File: config.mk
export PLATFORM = sky130hd
export DESIGN_NAME = flac_frame_header_check_core
export DESIGN_NICKNAME = d
export VERILOG_FILES = /design/src/fhc_pkg.sv /design/src/fhc_in_stage.sv /design/src/fhc_step.sv /design/src/fhc_out_stage.sv /design/src/flac_frame_header_check_core.sv
export SDC_FILE = /design/constraint.sdc
export NUM_CORES = 1
export LEC_CHECK = 0
export ABC_AREA = 1
export ABC_CLOCK_PERIOD_IN_PS = 4200
export BUFFER_PORTS_ARGS = -buffer_cell sky130_fd_sc_hd__buf_2
export CAP_MARGIN = 20
export CORE_ASPECT_RATIO = 1.4
export CORE_MARGIN = 2
export CORE_UTILIZATION = 25
export DETAILED_ROUTE_END_ITERATION = 10
export HOLD_SLACK_MARGIN = 0.06
export MAX_ROUTING_LAYER = met4
export PLACE_DENSITY = 0.49
export SYNTH_ARGS = -nofsm -noshare
export SYNTH_HDL_FRONTEND = slang
export SYNTH_SLANG_ARGS = --single-unit
File: constraint.sdc
create_clock -name aclk -period 4.2 [get_ports aclk]
set_input_delay 0 -clock aclk [delete_from_list [all_inputs] [get_ports aclk]]
set_output_delay 0 -clock aclk [all_outputs]
set_load 0.005 [all_outputs]
File: src/fhc_pkg.sv
// ---------------------------------------------------------------------------
// fhc_pkg
// Types, codes and helper functions shared by the frame header checker.
// ---------------------------------------------------------------------------
package fhc_pkg;

    localparam logic [7:0] SYNC_FIRST  = 8'hff;
    localparam logic [7:0] SYNC_SECOND = 8'hf8;
    localparam logic [7:0] CRC8_POLY   = 8'h07;
    localparam logic [7:0] CHAN_MAX    = 8'ha0;
    localparam logic [7:0] BS_ONE_XTRA = 8'h60;
    localparam logic [7:0] BS_TWO_XTRA = 8'h70;

    localparam logic [1:0] VERDICT_OK       = 2'd0;
    localparam logic [1:0] VERDICT_BAD_SYNC = 2'd1;
    localparam logic [1:0] VERDICT_RESERVED = 2'd2;
    localparam logic [1:0] VERDICT_BAD_CRC  = 2'd3;

    typedef struct packed {
        logic [7:0] data_byte;
        logic       start_req;
    } fhc_in_t;

    typedef struct packed {
        logic [1:0] verdict;
        logic [4:0] header_length;
    } fhc_out_t;

    // handshake status from the checker to the stages around it
    typedef struct packed {
        logic take;
        logic emit;
    } fhc_ctl_t;

    function automatic logic [7:0] crc8_next(input logic [7:0] crc, input logic [7:0] b);
        logic [7:0] c;
        c = crc ^ b;
        for (int i = 0; i < 8; i++) begin
            if (c[7]) begin
                c = {c[6:0], 1'b0} ^ CRC8_POLY;
            end else begin
                c = {c[6:0], 1'b0};
            end
        end
        return c;
    endfunction

    // bytes of the coded frame number, from its lead byte
    function automatic logic [3:0] lead_length(input logic [7:0] b);
        logic [3:0] n;
        logic       run;
        n   = 4'd1;
        run = b[7];
        for (int i = 6; i >= 0; i--) begin
            if (run && b[i]) begin
                n = n + 4'd1;
            end else begin
                run = 1'b0;
            end
        end
        return n;
    endfunction

endpackage

File: src/fhc_in_stage.sv
// ---------------------------------------------------------------------------
// fhc_in_stage
// Input register: holds one accepted byte for the header checker.
// ---------------------------------------------------------------------------
module fhc_in_stage (
    input  logic             aclk,
    input  logic             aresetn,
    input  logic             s_valid,
    output logic             s_ready,
    input  fhc_pkg::fhc_in_t s_data,
    input  logic             take,
    output logic             item_valid,
    output fhc_pkg::fhc_in_t item
);
    import fhc_pkg::*;

    logic    valid_reg;
    fhc_in_t data_reg;

    assign s_ready    = !valid_reg || take;
    assign item_valid = valid_reg;
    assign item       = data_reg;

    always_ff @(posedge aclk) begin
        if (!aresetn) begin
            valid_reg <= 1'b0;
        end else if (s_ready) begin
            valid_reg <= s_valid;
        end
    end

    always_ff @(posedge aclk) begin
        if (s_valid && s_ready) begin
            data_reg <= s_data;
        end
    end

endmodule

File: src/fhc_step.sv
// ---------------------------------------------------------------------------
// fhc_step
// Header parse state, field checks, length bookkeeping and running CRC-8.
// ---------------------------------------------------------------------------
module fhc_step (
    input  logic              aclk,
    input  logic              aresetn,
    input  logic              item_valid,
    input  fhc_pkg::fhc_in_t  item,
    input  logic              out_free,
    output fhc_pkg::fhc_ctl_t ctl,
    output fhc_pkg::fhc_out_t result
);
    import fhc_pkg::*;

    logic       active_reg, active_next;
    logic [4:0] pos_reg, pos_next;
    logic [7:0] srb_reg, srb_next;
    logic [4:0] exp_reg, exp_next;
    logic [7:0] crc_reg, crc_next;

    logic       act;
    logic [4:0] pos;
    logic [7:0] srb;
    logic [4:0] exp_len;
    logic [7:0] crc_upd;
    logic [4:0] consumed;
    logic [4:0] len;
    logic [7:0] b;
    logic       emit;
    logic [1:0] verdict;
    logic       take;

    always_comb begin
        b        = item.data_byte;
        act      = item.start_req || active_reg;
        pos      = item.start_req ? 5'd0 : pos_reg;
        srb      = item.start_req ? 8'd0 : srb_reg;
        exp_len  = item.start_req ? 5'd0 : exp_reg;
        crc_upd  = crc8_next(item.start_req ? 8'd0 : crc_reg, b);
        consumed = pos + 5'd1;
        emit     = 1'b0;
        verdict  = VERDICT_OK;
        len      = 5'd5 + {1'b0, lead_length(b)};
        if ((srb & 8'hf0) == BS_ONE_XTRA) begin
            len = len + 5'd1;
        end else if ((srb & 8'hf0) == BS_TWO_XTRA) begin
            len = len + 5'd2;
        end
        if (srb[3:0] == 4'hc) begin
            len = len + 5'd1;
        end else if (srb[3:2] == 2'b11) begin
            len = len + 5'd2;
        end
        srb_next = srb;
        exp_next = exp_len;
        case (pos)
            5'd0: begin
                if (b != SYNC_FIRST) begin
                    emit    = 1'b1;
                    verdict = VERDICT_BAD_SYNC;
                end
            end
            5'd1: begin
                if (b != SYNC_SECOND) begin
                    emit    = 1'b1;
                    verdict = VERDICT_BAD_SYNC;
                end
            end
            5'd2: begin
                if ((b[3:0] >= 4'd1 && b[3:0] <= 4'd3) || b[3:0] == 4'hf) begin
                    emit    = 1'b1;
                    verdict = VERDICT_RESERVED;
                end else begin
                    srb_next = b;
                end
            end
            5'd3: begin
                // reserved bit, channel code, sample-size code
                if (b[0] || (b & 8'hf0) > CHAN_MAX || b[3:1] == 3'b011
                        || b[3:1] == 3'b111) begin
                    emit    = 1'b1;
                    verdict = VERDICT_RESERVED;
                end
            end
            5'd4: begin
                exp_next = len;
            end
            default: begin
                if (consumed >= exp_len) begin
                    emit    = 1'b1;
                    verdict = (crc_upd == 8'd0) ? VERDICT_OK : VERDICT_BAD_CRC;
                end
            end
        endcase
        emit = emit && act;

        take        = item_valid && (!emit || out_free);
        active_next = act && !emit;
        pos_next    = emit ? 5'd0 : consumed;
        crc_next    = crc_upd;
        if (!act) begin
            active_next = active_reg;
            pos_next    = pos_reg;
            srb_next    = srb_reg;
            exp_next    = exp_reg;
            crc_next    = crc_reg;
        end
    end

    assign ctl.take             = take;
    assign ctl.emit             = item_valid && emit;
    assign result.verdict       = verdict;
    assign result.header_length = consumed;

    always_ff @(posedge aclk) begin
        if (!aresetn) begin
            active_reg <= 1'b0;
            pos_reg    <= 5'd0;
            srb_reg    <= 8'd0;
            exp_reg    <= 5'd0;
            crc_reg    <= 8'd0;
        end else if (take) begin
            active_reg <= active_next;
            pos_reg    <= pos_next;
            srb_reg    <= srb_next;
            exp_reg    <= exp_next;
            crc_reg    <= crc_next;
        end
    end

    // a verdict needs a candidate in progress or starting here
    a_emit_needs_candidate: assert property (@(posedge aclk) disable iff (!aresetn)
        ctl.emit |-> (item.start_req || active_reg))
        else $error("verdict without a candidate");

    // a delivered verdict closes the candidate
    a_verdict_closes: assert property (@(posedge aclk) disable iff (!aresetn)
        (take && emit) |=> (!active_reg && pos_reg == 5'd0))
        else $error("candidate still open after verdict");

    // position never runs past the longest header
    a_pos_bounded: assert property (@(posedge aclk) disable iff (!aresetn)
        active_reg |-> (pos_reg <= 5'd16))
        else $error("byte position past longest header");

    // an idle block with no start mark leaves its state alone
    a_idle_hold: assert property (@(posedge aclk) disable iff (!aresetn)
        (item_valid && !act) |=> ($stable(active_reg) && $stable(pos_reg)))
        else $error("idle byte changed parse state");

endmodule

File: src/fhc_out_stage.sv
// ---------------------------------------------------------------------------
// fhc_out_stage
// Result register: holds one verdict until the downstream side takes it.
// ---------------------------------------------------------------------------
module fhc_out_stage (
    input  logic              aclk,
    input  logic              aresetn,
    input  logic              load,
    input  fhc_pkg::fhc_out_t result,
    output logic              out_free,
    output logic              m_valid,
    input  logic              m_ready,
    output fhc_pkg::fhc_out_t m_data
);
    import fhc_pkg::*;

    logic     valid_reg;
    fhc_out_t data_reg;

    assign out_free = !valid_reg || m_ready;
    assign m_valid  = valid_reg;
    assign m_data   = data_reg;

    always_ff @(posedge aclk) begin
        if (!aresetn) begin
            valid_reg <= 1'b0;
        end else if (out_free) begin
            valid_reg <= load;
        end
    end

    always_ff @(posedge aclk) begin
        if (load && out_free) begin
            data_reg <= result;
        end
    end

endmodule

File: src/flac_frame_header_check_core.sv
// path: a byte is held in the input register; its verdict is registered in the result register and shows on m_data
// throughput: one byte per cycle; a byte that ends a candidate waits only
//   while the result register is full and m_ready is low
// reset: synchronous, active-low aresetn clears both stage valids and the
//   parse state (no candidate open); no clearing pass
// ---------------------------------------------------------------------------
// flac_frame_header_check_core
// Byte-serial FLAC frame header checker: sync, reserved codes, length, CRC-8.
// ---------------------------------------------------------------------------
module flac_frame_header_check_core (
    input  logic              aclk,
    input  logic              aresetn,
    input  logic              s_valid,
    output logic              s_ready,
    input  fhc_pkg::fhc_in_t  s_data,
    output logic              m_valid,
    input  logic              m_ready,
    output fhc_pkg::fhc_out_t m_data
);
    import fhc_pkg::*;

    logic      item_valid;
    fhc_in_t   item;
    fhc_ctl_t  ctl;
    fhc_out_t  result;
    logic      out_free;

    fhc_in_stage u_in (
        .aclk       (aclk),
        .aresetn    (aresetn),
        .s_valid    (s_valid),
        .s_ready    (s_ready),
        .s_data     (s_data),
        .take       (ctl.take),
        .item_valid (item_valid),
        .item       (item)
    );

    fhc_step u_step (
        .aclk       (aclk),
        .aresetn    (aresetn),
        .item_valid (item_valid),
        .item       (item),
        .out_free   (out_free),
        .ctl        (ctl),
        .result     (result)
    );

    fhc_out_stage u_out (
        .aclk     (aclk),
        .aresetn  (aresetn),
        .load     (ctl.emit),
        .result   (result),
        .out_free (out_free),
        .m_valid  (m_valid),
        .m_ready  (m_ready),
        .m_data   (m_data)
    );

endmodule
# After elaboration in Yosys (flattened, before gate mapping)
# Cells that the tools add are included.
# totals
register_bits	45
latch_bits	0
mem_bits_rw	0
rom_bits	0
inputBits	13
output_inout_bits	9
elab_cells	123
memories	0
# classes
addsub	12
mul	0
div_mod_pow	0
n_lt_le_gt_ge	4
eq_ne	13
shift	0
muxes	46
n_bitwise	9
reduce_logical	28
# ops
op	count
5-bit two-way mux	8
8-bit two-way mux	4
3-bit two-way mux	8
4-bit two-way mux	6
3-bit NOT	8
4-bit by 1-bit adder with 4-bit output, second input constant	5
8-bit != test, second input constant	2
5-bit by 1-bit adder with 5-bit output, second input constant	3
1-bit logical AND	14
1-bit two-way mux	13
5-bit by 2-bit adder with 5-bit output, second input constant	2
5-bit by 2-bit equality test with 1-bit output, second input constant	2
2-bit two-way mux	5
2-bit case mux with 5 select lines	1
4-bit by 3-bit equality test with 1-bit output, second input constant	2
4-bit equality test, second input constant	2
8-bit > comparator, second input constant	1
8-bit logical NOT	1
1-bit logical OR	8
8-bit XOR	1
3-bit by 4-bit adder with 5-bit output, first input constant	1
5-bit by 1-bit equality test with 1-bit output, second input constant	1
5-bit by 3-bit equality test with 1-bit output, second input constant	1
5-bit greater-or-equal comparator	1
10 further kinds	12

# Longest topological paths before layout
# Gate-level depths: netlist (run 1).
# logic_depth
word_depth	22
mapped_depth	34
depth_no_buf	34

# Modules after synthesis
# From an unflattened synthesis (run 1), not the netlist that was laid out.
# unflattened
cells_unflattened	453
area_unflattened_um2	3224.3
# modules_own_cells
mod	instances	cells_each	area_per_inst_um2	seq_area_each_um2
fhc_step	1	423	2641.3	540.5
fhc_in_stage	1	16	321.6	290.3
fhc_out_stage	1	14	261.5	230.2

# Worst setup path before layout (run 1)
# No wires, ideal clock.
# synth_path
kind	register -> register
start	reg u_in.data_reg, in the netlist u_in.item[8]
end	reg u_step.exp_reg[2]
setup_ns	0.131
t_arrival_ns	4.287
required_ns	4.069
path_slack_ns	-0.217
stages_incl_launch_ff	33
n_path_buf	0
synth_period_minus_slack_ns	4.417
path_cell_list	edfxtp_1 nand2_4 inv_1 nand2_1 ha_1 inv_1 nand2_1 nand2_1 ha_1 nand2_1 a21oi_1 or2_2 nand3_1 nand2_1 nand2_1 o31ai_1 ha_1 nor2_1 a31oi_1 ha_1 nand2_1 nand2_1 inv_1 ha_1 a21oi_1 a21oi_4 ha_1 nand2_1 nand3_1 inv_1 nand2_1 nand2_1 a21oi_2
# synth_via
elab_chain_cells	22
word_cells_on_any_way	51
classes_between	add/sub: 11; order compare: 1; eq/ne: 2; mux: 22; reduce/logical: 15
# synth_lines
element	line	text
from (decl)	fhc_in_stage.sv:18	fhc_in_t data_reg;
from (signal assigned)	fhc_in_stage.sv:34	data_reg <= s_data;
1-bit logical AND	fhc_pkg.sv:55	if (run && b[i]) begin
2-bit two-way mux / 1-bit two-way mux (equally long branches)	fhc_pkg.sv:55	
2-bit by 1-bit adder with 3-bit output / 1-bit logical AND (equally long branches)	fhc_pkg.sv:56, fhc_pkg.sv:55	
4-bit two-way mux / 1-bit two-way mux (equally long branches)	fhc_pkg.sv:55	
4-bit by 1-bit adder with 4-bit output / 1-bit logical AND (equally long branches)	fhc_pkg.sv:56, fhc_pkg.sv:55	
4-bit two-way mux / 1-bit two-way mux (equally long branches)	fhc_pkg.sv:55	
4-bit by 1-bit adder with 4-bit output / 1-bit logical AND (equally long branches)	fhc_pkg.sv:56, fhc_pkg.sv:55	
4-bit two-way mux / 1-bit two-way mux (equally long branches)	fhc_pkg.sv:55	
[... 6 more ...]	--	
3-bit by 4-bit adder with 5-bit output	fhc_step.sv:44	len = 5'd5 + {1'b0, lead_length(b)};
5-bit by 2-bit adder with 5-bit output	fhc_step.sv:48	len = len + 5'd2;
5-bit two-way mux	fhc_step.sv:47	end else if ((srb & 8'hf0) == BS_TWO_XTRA) begin
5-bit two-way mux	fhc_step.sv:45	if ((srb & 8'hf0) == BS_ONE_XTRA) begin
5-bit by 2-bit adder with 5-bit output	fhc_step.sv:53	len = len + 5'd2;
5-bit two-way mux	fhc_step.sv:52	end else if (srb[3:2] == 2'b11) begin
5-bit two-way mux	fhc_step.sv:50	if (srb[3:0] == 4'hc) begin
5-bit two-way mux	fhc_step.sv:57	case (pos)
to (signal assigned)	fhc_step.sv:127	exp_reg <= exp_next;
to (decl)	fhc_step.sv:19	logic [4:0] exp_reg, exp_next;
# Parallel ways exist; a longest one is shown, timed or not.
# A chain may end at the register's enable or synchronous reset.

# Worst setup path after layout (run 1)
# Same ends and word-level chain as after synthesis.

==> summary.md, run 1 <==
| Metric | Value |
|---|---|
| Yosys reg bits | `45` |
| GP Congestion | `0.823` |
| Area grow syn2layout | `28.6%` |
| TritonRoute pass-1 iters | `4` |
| Avg WL per Cell | `12.4 um` |
| Crit path launch type | `flip-flop` |
| RSZ-0062 raised after global routing | `true` |
| Total wire length | `8350 um` |
| Gr ovfl total | `0` |
| Clock sinks | `45` |
| DP Cell Count | `641` |
| Die X | `100 um` |
| Gr busiest metal | `met2` |
| Buffers on Ports | `21` |
| Total GRT Usage | `0.132` |
| Top delay family on crit path | `adder cells` |
| Non-filler cells, final | `671` |
| Post-route DRC | `0` |
| Placeable Area | `12800 um2` |
| Max Freq | `0.241 GHz` |
| TritonCTS clock tree | `built` |
| Synth Area in Simple Gates | `0.312` |
| Largest net degree at the start of global routing | `23` |
| Post-Syn Area per Cell | `7.16 um2` |
| Via count | `3022` |
| Post-Syn Nets | `489` |
| Max Cap Violations | `0` |
| Clk root buf | `clkbuf_16` |
| Critical path depth | `31` |
| Antenna-violating nets left | `0` |
| Synth warn | `0` |
| Hold path depth | `3` |
| Slew headroom | `0.519` |
| Row cnt | `49` |
| Reg2reg path depth | `31` |
| Status | `complete, no violations` |
| Clock Skew | `0.00827 ns` |
| CP endpoint kind | `flip-flop` |
| Worst path bufs/invs | `3` |
| Worst-Margin Slew | `0.716 ns` |
| Register area share after synthesis | `0.326` |
| Main combinational cell family by area after synthesis | `simple AND/OR/NAND/NOR gates` |
| Min Tclk post-route | `4.15 ns` |
| GR Util met3 | `0.0156` |
| CP arrival | `4.31 ns` |
| Global-route wire length before repair | `14300 um` |
| XOR/XNOR share of the synthesized area | `0.0757` |
| Adder-cell share of the synthesized area | `0.0807` |
| Mapped Area | `3260 um2` |
| CP dominant cell by count | `nand2_2` |
| Period Utilization, post-route | `0.989` |
| GRT met1 Usage | `0.135` |
| Diode count | `0` |
| Final #Nets | `551` |
| Initial antenna violation count | `0` |
| Final setup TNS | `0 ns` |
| M2 GR Usage | `0.248` |
| Io pins | `22` |
| Max reg flops | `9` |
| Slowest cell on the critical path | `edfxtp_1` |
| Filler cells | `1347` |
| Setup violators final | `0` |
| HPWL after detailed placement | `6210 um` |
| Netlist cell types | `41` |
| Clk pin slew, worst setup/hold paths | `0.07 ns` |
| Die H | `139 um` |
| DRT iter0 DRCs | `142` |
| Critical path class | `flip-flop to flip-flop` |
| Worst R2R Setup Slack | `0.05 ns` |
| Worst EP required | `4.36 ns` |
| Mux cell area share after synthesis | `0` |
| Mapped Cells | `455` |
| Final hold violation count | `0` |
| Maximum vdd drop | `218 uV` |
| Vias per cell | `4.50` |
| Vias in the first global route | `3131` |
| Layout cells sized above 1 | `0.224` |
| Leak pwr | `0.00184 uW` |
| Hold WC Path Type | `input port to flip-flop` |
| CP Max Fanout | `4` |
| Number of buffers created by CTS | `5` |
| Max incr delay on CP | `0.44 ns` |
| Compound-Gate Fraction of Synth Area | `0.120` |
| Max Buffers Root-to-Sink | `2` |
| Pwr Density | `286 nW/um2` |
| Initial core utilization | `0.254` |
| H-tree levels | `2` |
| Clk_lat worst skew | `0.29 ns` |
| Final Slew Violations | `0` |
| Die ar. | `14000 um2` |
worst min-delay path, delay by kind of cell:
family | cells | cell delay, ns
compound gates | 2 | 0.14
buf+inv | 1 | 0.19
per-stage QoR:
step	instance area (um2)	hold WS [ns]	utilization	power (uW)	setup slack [ns]
6_report	4190	0.0992	0.327	1200	0.0475
3_3_place_gp	3720	0.176	0.290	713	0.0448
2_1_floorplan	3290	0.0989	-	651	0.0393
4_1_cts	4090	0.0955	0.319	1190	0.00490
3_5_place_dp	3720	0.178	0.290	716	-0.0902
5_1_grt	4190	0.121	0.327	1260	-0.224
final timing paths:
path / startpoint / end
max reg2reg: u_in.item[8] / u_step.exp_reg[2]
min reg2reg: u_step.crc_reg[1] / u_step.crc_reg[1]
max: u_in.item[8] / u_step.exp_reg[2]
min: aresetn / u_step.exp_reg[0]
cell usage after synthesis (all sizes together):
library cell	n	area, um2
clkinv	2	8.75
nand4	7	43.8
nand3	36	213
or2	1	6.26
clkbuf	10	37.5
o21ai	27	135
xor2	21	203
o31ai	2	15.0
inv	58	218
dfxtp	29	581
o21a	2	15.0
o2111ai	1	8.76
xnor2	5	43.8
a31oi	2	12.5
a21boi	1	7.51
nor4	1	6.26
nor3	4	25.0
o21bai	1	7.51
a21oi	29	160
nand2	128	518
a211oi	4	30.0
edfxtp	16	480
buf	2	12.5
nor2	44	199
ha	21	263
and2	1	6.26
routing by layer:
layer / routed length [um] / up-vias / share of wire
li1: - / 1593 / -
met1: 3370 / 1398 / 0.40
met2: 4710 / 22 / 0.56
met3: 102 / 9 / 0.012
met4: 166 / 0 / 0.020
met5: 0 / - / 0
power by group:
group	total (uW)	internal [uW]	switching, uW
Combinational	268	118	150
Sequential	483	470	12.5
Clock	446	279	167
timing repair:
action | 4_1_cts | 5_1_grt
pin swaps | 12 | 15
setup endpoints to repair | 2 | 4
hold endpoints to repair | 11 | 0
setup buffers | 7 | 4
hold buffers | 11 | 0
resized for setup | 11 | 14
cells in the final DEF (no fill, tap or decap), types with 20 or more instances in the layout:
master   instances
inv_1           49
buf_2           21
nand3_1         28
dfxtp_1         29
a21oi_1         25
o21ai_0         24
nand2_1        112
xor2_1          20
nor2_1          38
buf_4           33
layout make-up:
type	count	area, um2	share of cell area
repair buffers	67	494	0.118
multi-input cells	338	2050	0.490
clock inverters	2	33.8	0.00807
flip-flops and latches	45	1060	0.254
well taps	153	191	0.0457
inverters	60	226	0.0541
clock buffers	6	129	0.0308
cells by family (layout without fill, tap and decap cells):
| logic type | Yosys count | count (layout) |
|---|---|---|
| AOI/OAI and AO/OA | 69 | 69 |
| xor gates and xnor gates | 26 | 26 |
| adders and majority gates | 21 | 21 |
| buffers and inverters | 72 | 135 |
| DFF | 45 | 45 |
| and+or+nand+nor | 222 | 222 |
Power figures use the tool's default switching activity.
==> run 2, diff against run 1 <==
--- a/config.mk
+++ b/config.mk
@@ -7,7 +7,7 @@
 export LEC_CHECK = 0
 export ABC_AREA = 1
 export ABC_CLOCK_PERIOD_IN_PS = 4200
-export BUFFER_PORTS_ARGS = -buffer_cell sky130_fd_sc_hd__buf_2
+export BUFFER_PORTS_ARGS = -buffer_cell sky130_fd_sc_hd__buf_4
 export CAP_MARGIN = 20
 export CORE_ASPECT_RATIO = 1.4
 export CORE_MARGIN = 2
@@ -16,6 +16,7 @@
 export HOLD_SLACK_MARGIN = 0.06
 export MAX_ROUTING_LAYER = met4
 export PLACE_DENSITY = 0.49
+export SKIP_LAST_GASP = 1
 export SYNTH_ARGS = -nofsm -noshare
 export SYNTH_HDL_FRONTEND = slang
 export SYNTH_SLANG_ARGS = --single-unit
==> run 2 against run 1 <==
Against the previous run:
- die area did not move
- clock skew shrank 0.00056 ns
- utilization is 1.0 points higher
- sequential cell count did not move
- register-to-register slack improved by 0.07 ns
- final cell count increased by 0.60%
- sequential power is essentially flat
- critical endpoint is now u_step.exp_reg[3]
- largest cell class unchanged
- highest routed layer unchanged
==> summary.md, run 2 (synthesis results as in run 1) <==
| Metric | Value |
|---|---|
| Max Cap Violations | `0` |
| Row cnt | `49` |
| CP Max Fanout | `5` |
| Total wire length | `8560 um` |
| Initial core utilization | `0.254` |
| Final #Nets | `555` |
| Die ar. | `14000 um2` |
| Period Utilization, post-route | `0.973` |
| Clock sinks | `45` |
| Final hold violation count | `0` |
| Total GRT Usage | `0.130` |
| P_int | `815 uW` |
| Post-route DRC | `0` |
| Sw power | `334 uW` |
| Vias in the first global route | `3158` |
| Global-route wire length before repair | `14300 um` |
| CP endpoint kind | `flip-flop` |
| Setup ws final | `0.113 ns` |
| DP Cell Count | `640` |
| Worst EP required | `4.36 ns` |
| Status | `complete, no violations` |
| Slowest cell on the critical path | `edfxtp_1` |
| Placeable Area | `12800 um2` |
| HPWL after detailed placement | `6270 um` |
| H-tree levels | `2` |
| Buffers on Ports | `21` |
| Maximum vdd drop | `172 uV` |
| Slew headroom | `0.540` |
| Final instance area | `4310 um2` |
| Vias per cell | `4.64` |
| Sequential share of power | `0.420` |
| Combinational power share | `0.251` |
| Place WS | `-0.130 ns` |
| Antenna-violating nets left | `0` |
| Via count | `3135` |
| Die X | `100 um` |
| Crit path launch type | `flip-flop` |
| Min Tclk post-route | `4.09 ns` |
| Clk pwr share | `0.329` |
| Clk_lat worst skew | `0.29 ns` |
| Gr ovfl total | `0` |
| Setup violators final | `0` |
| Clk pin slew, worst setup/hold paths | `0.06 ns` |
| Hold WC Path Type | `input port to flip-flop` |
| Final Slew Violations | `0` |
| Worst-Margin Slew | `0.685 ns` |
| Max Freq | `0.245 GHz` |
| Max Buffers Root-to-Sink | `2` |
| Max incr delay on CP | `0.40 ns` |
| Die H | `139 um` |
| DRT iter0 DRCs | `114` |
| RSZ-0062 raised after global routing | `true` |
| CP arrival | `4.25 ns` |
| Largest net degree at the start of global routing | `31` |
| Number of buffers created by CTS | `5` |
| Commonest non-fill, non-tap cell in the layout | `nand2_1` |
| Leak pwr | `0.00188 uW` |
| Layout cells sized above 1 | `0.245` |
| Most frequent cells in the layout | `nand2_1, buf_4, inv_1` |
| Clk root buf | `clkbuf_16` |
| Initial antenna violation count | `0` |
| Diode count | `0` |
| Max reg flops | `9` |
| TritonCTS clock tree | `built` |
| Critical path class | `flip-flop to flip-flop` |
| TritonRoute pass-1 iters | `4` |
| Pwr Density | `267 nW/um2` |
| Avg WL per Cell | `12.7 um` |
| GP Congestion | `0.835` |
| Io pins | `22` |
| Area grow syn2layout | `32.5%` |
| Clock Skew | `0.00771 ns` |
| Non-filler cells, final | `675` |
| Placed cell area | `3760 um2` |
| Switching part of the total power | `0.291` |
-- run 2: critical path, delay by kind of cell (launching register included) --
kind | cells | cell delay [ns]
flops | 1 | 0.40
fa+ha+maj | 5 | 1.16
simple gates | 13 | 1.07
buf+inv | 7 | 0.55
compound gates | 7 | 0.76
-- run 2: per-layer routing --
layer | vias to the layer above | GRT usage | part of all wire
met5 | - | - | 0
met4 | 0 | 0.0634 | 0.031
met3 | 21 | 0.0141 | 0.014
met2 | 33 | 0.247 | 0.55
met1 | 1462 | 0.129 | 0.41
li1 | 1619 | - | -
-- run 2: final timing paths --
kind | start | to | slack (ns) | depth (start not counted)
worst max register to register | u_in.item[8] | u_step.exp_reg[3] | 0.11 | 32
worst min-delay path | s_data[8] | u_in.item[8] | 0.43 | 2
worst min register to register | u_step.crc_reg[5] | u_step.crc_reg[5] | 0.47 | 2
worst max-delay path | u_in.item[8] | u_step.exp_reg[3] | 0.11 | 32
-- run 2: timing repair --
item | in CTS | in global routing
hold buffers | 12 | 0
endpoints found under the hold margin | 17 | 0
gates resized for setup | 10 | 32
pin swaps | 18 | 19
setup buffers | 7 | 8
setup endpoints to repair | 2 | 4
-- run 2: final cells by class --
type,count,area (um2)
inverter,60,229
fill,1330,8500
clock inverter,3,12.5
sequential,45,1060
clock buffer,5,125
multi-input combinational,338,2120
tap,153,191
timing repair buffer,71,571
-- run 2: through the flow --
step | power (uW) | setup TNS [ns] | hold slack, ns | util
after CTS | 1130 | -0.00744 | 0.425 | 0.321
after global placement | 717 | 0 | 0.178 | 0.294
after global routing | 1220 | -0.294 | 0.438 | 0.337
after floorplan | 651 | 0 | 0.0989 | -
after detailed placement | 721 | -0.212 | 0.180 | 0.294
final | 1150 | 0 | 0.428 | 0.337
-- run 2: power by group through the flow --
stage	registers [uW]	logic (uW)	clock network [uW]
detailed placement	492	229	0
floorplan	489	162	0
global route	485	326	406
global placement	492	225	0
CTS	483	255	392
finish	483	288	379
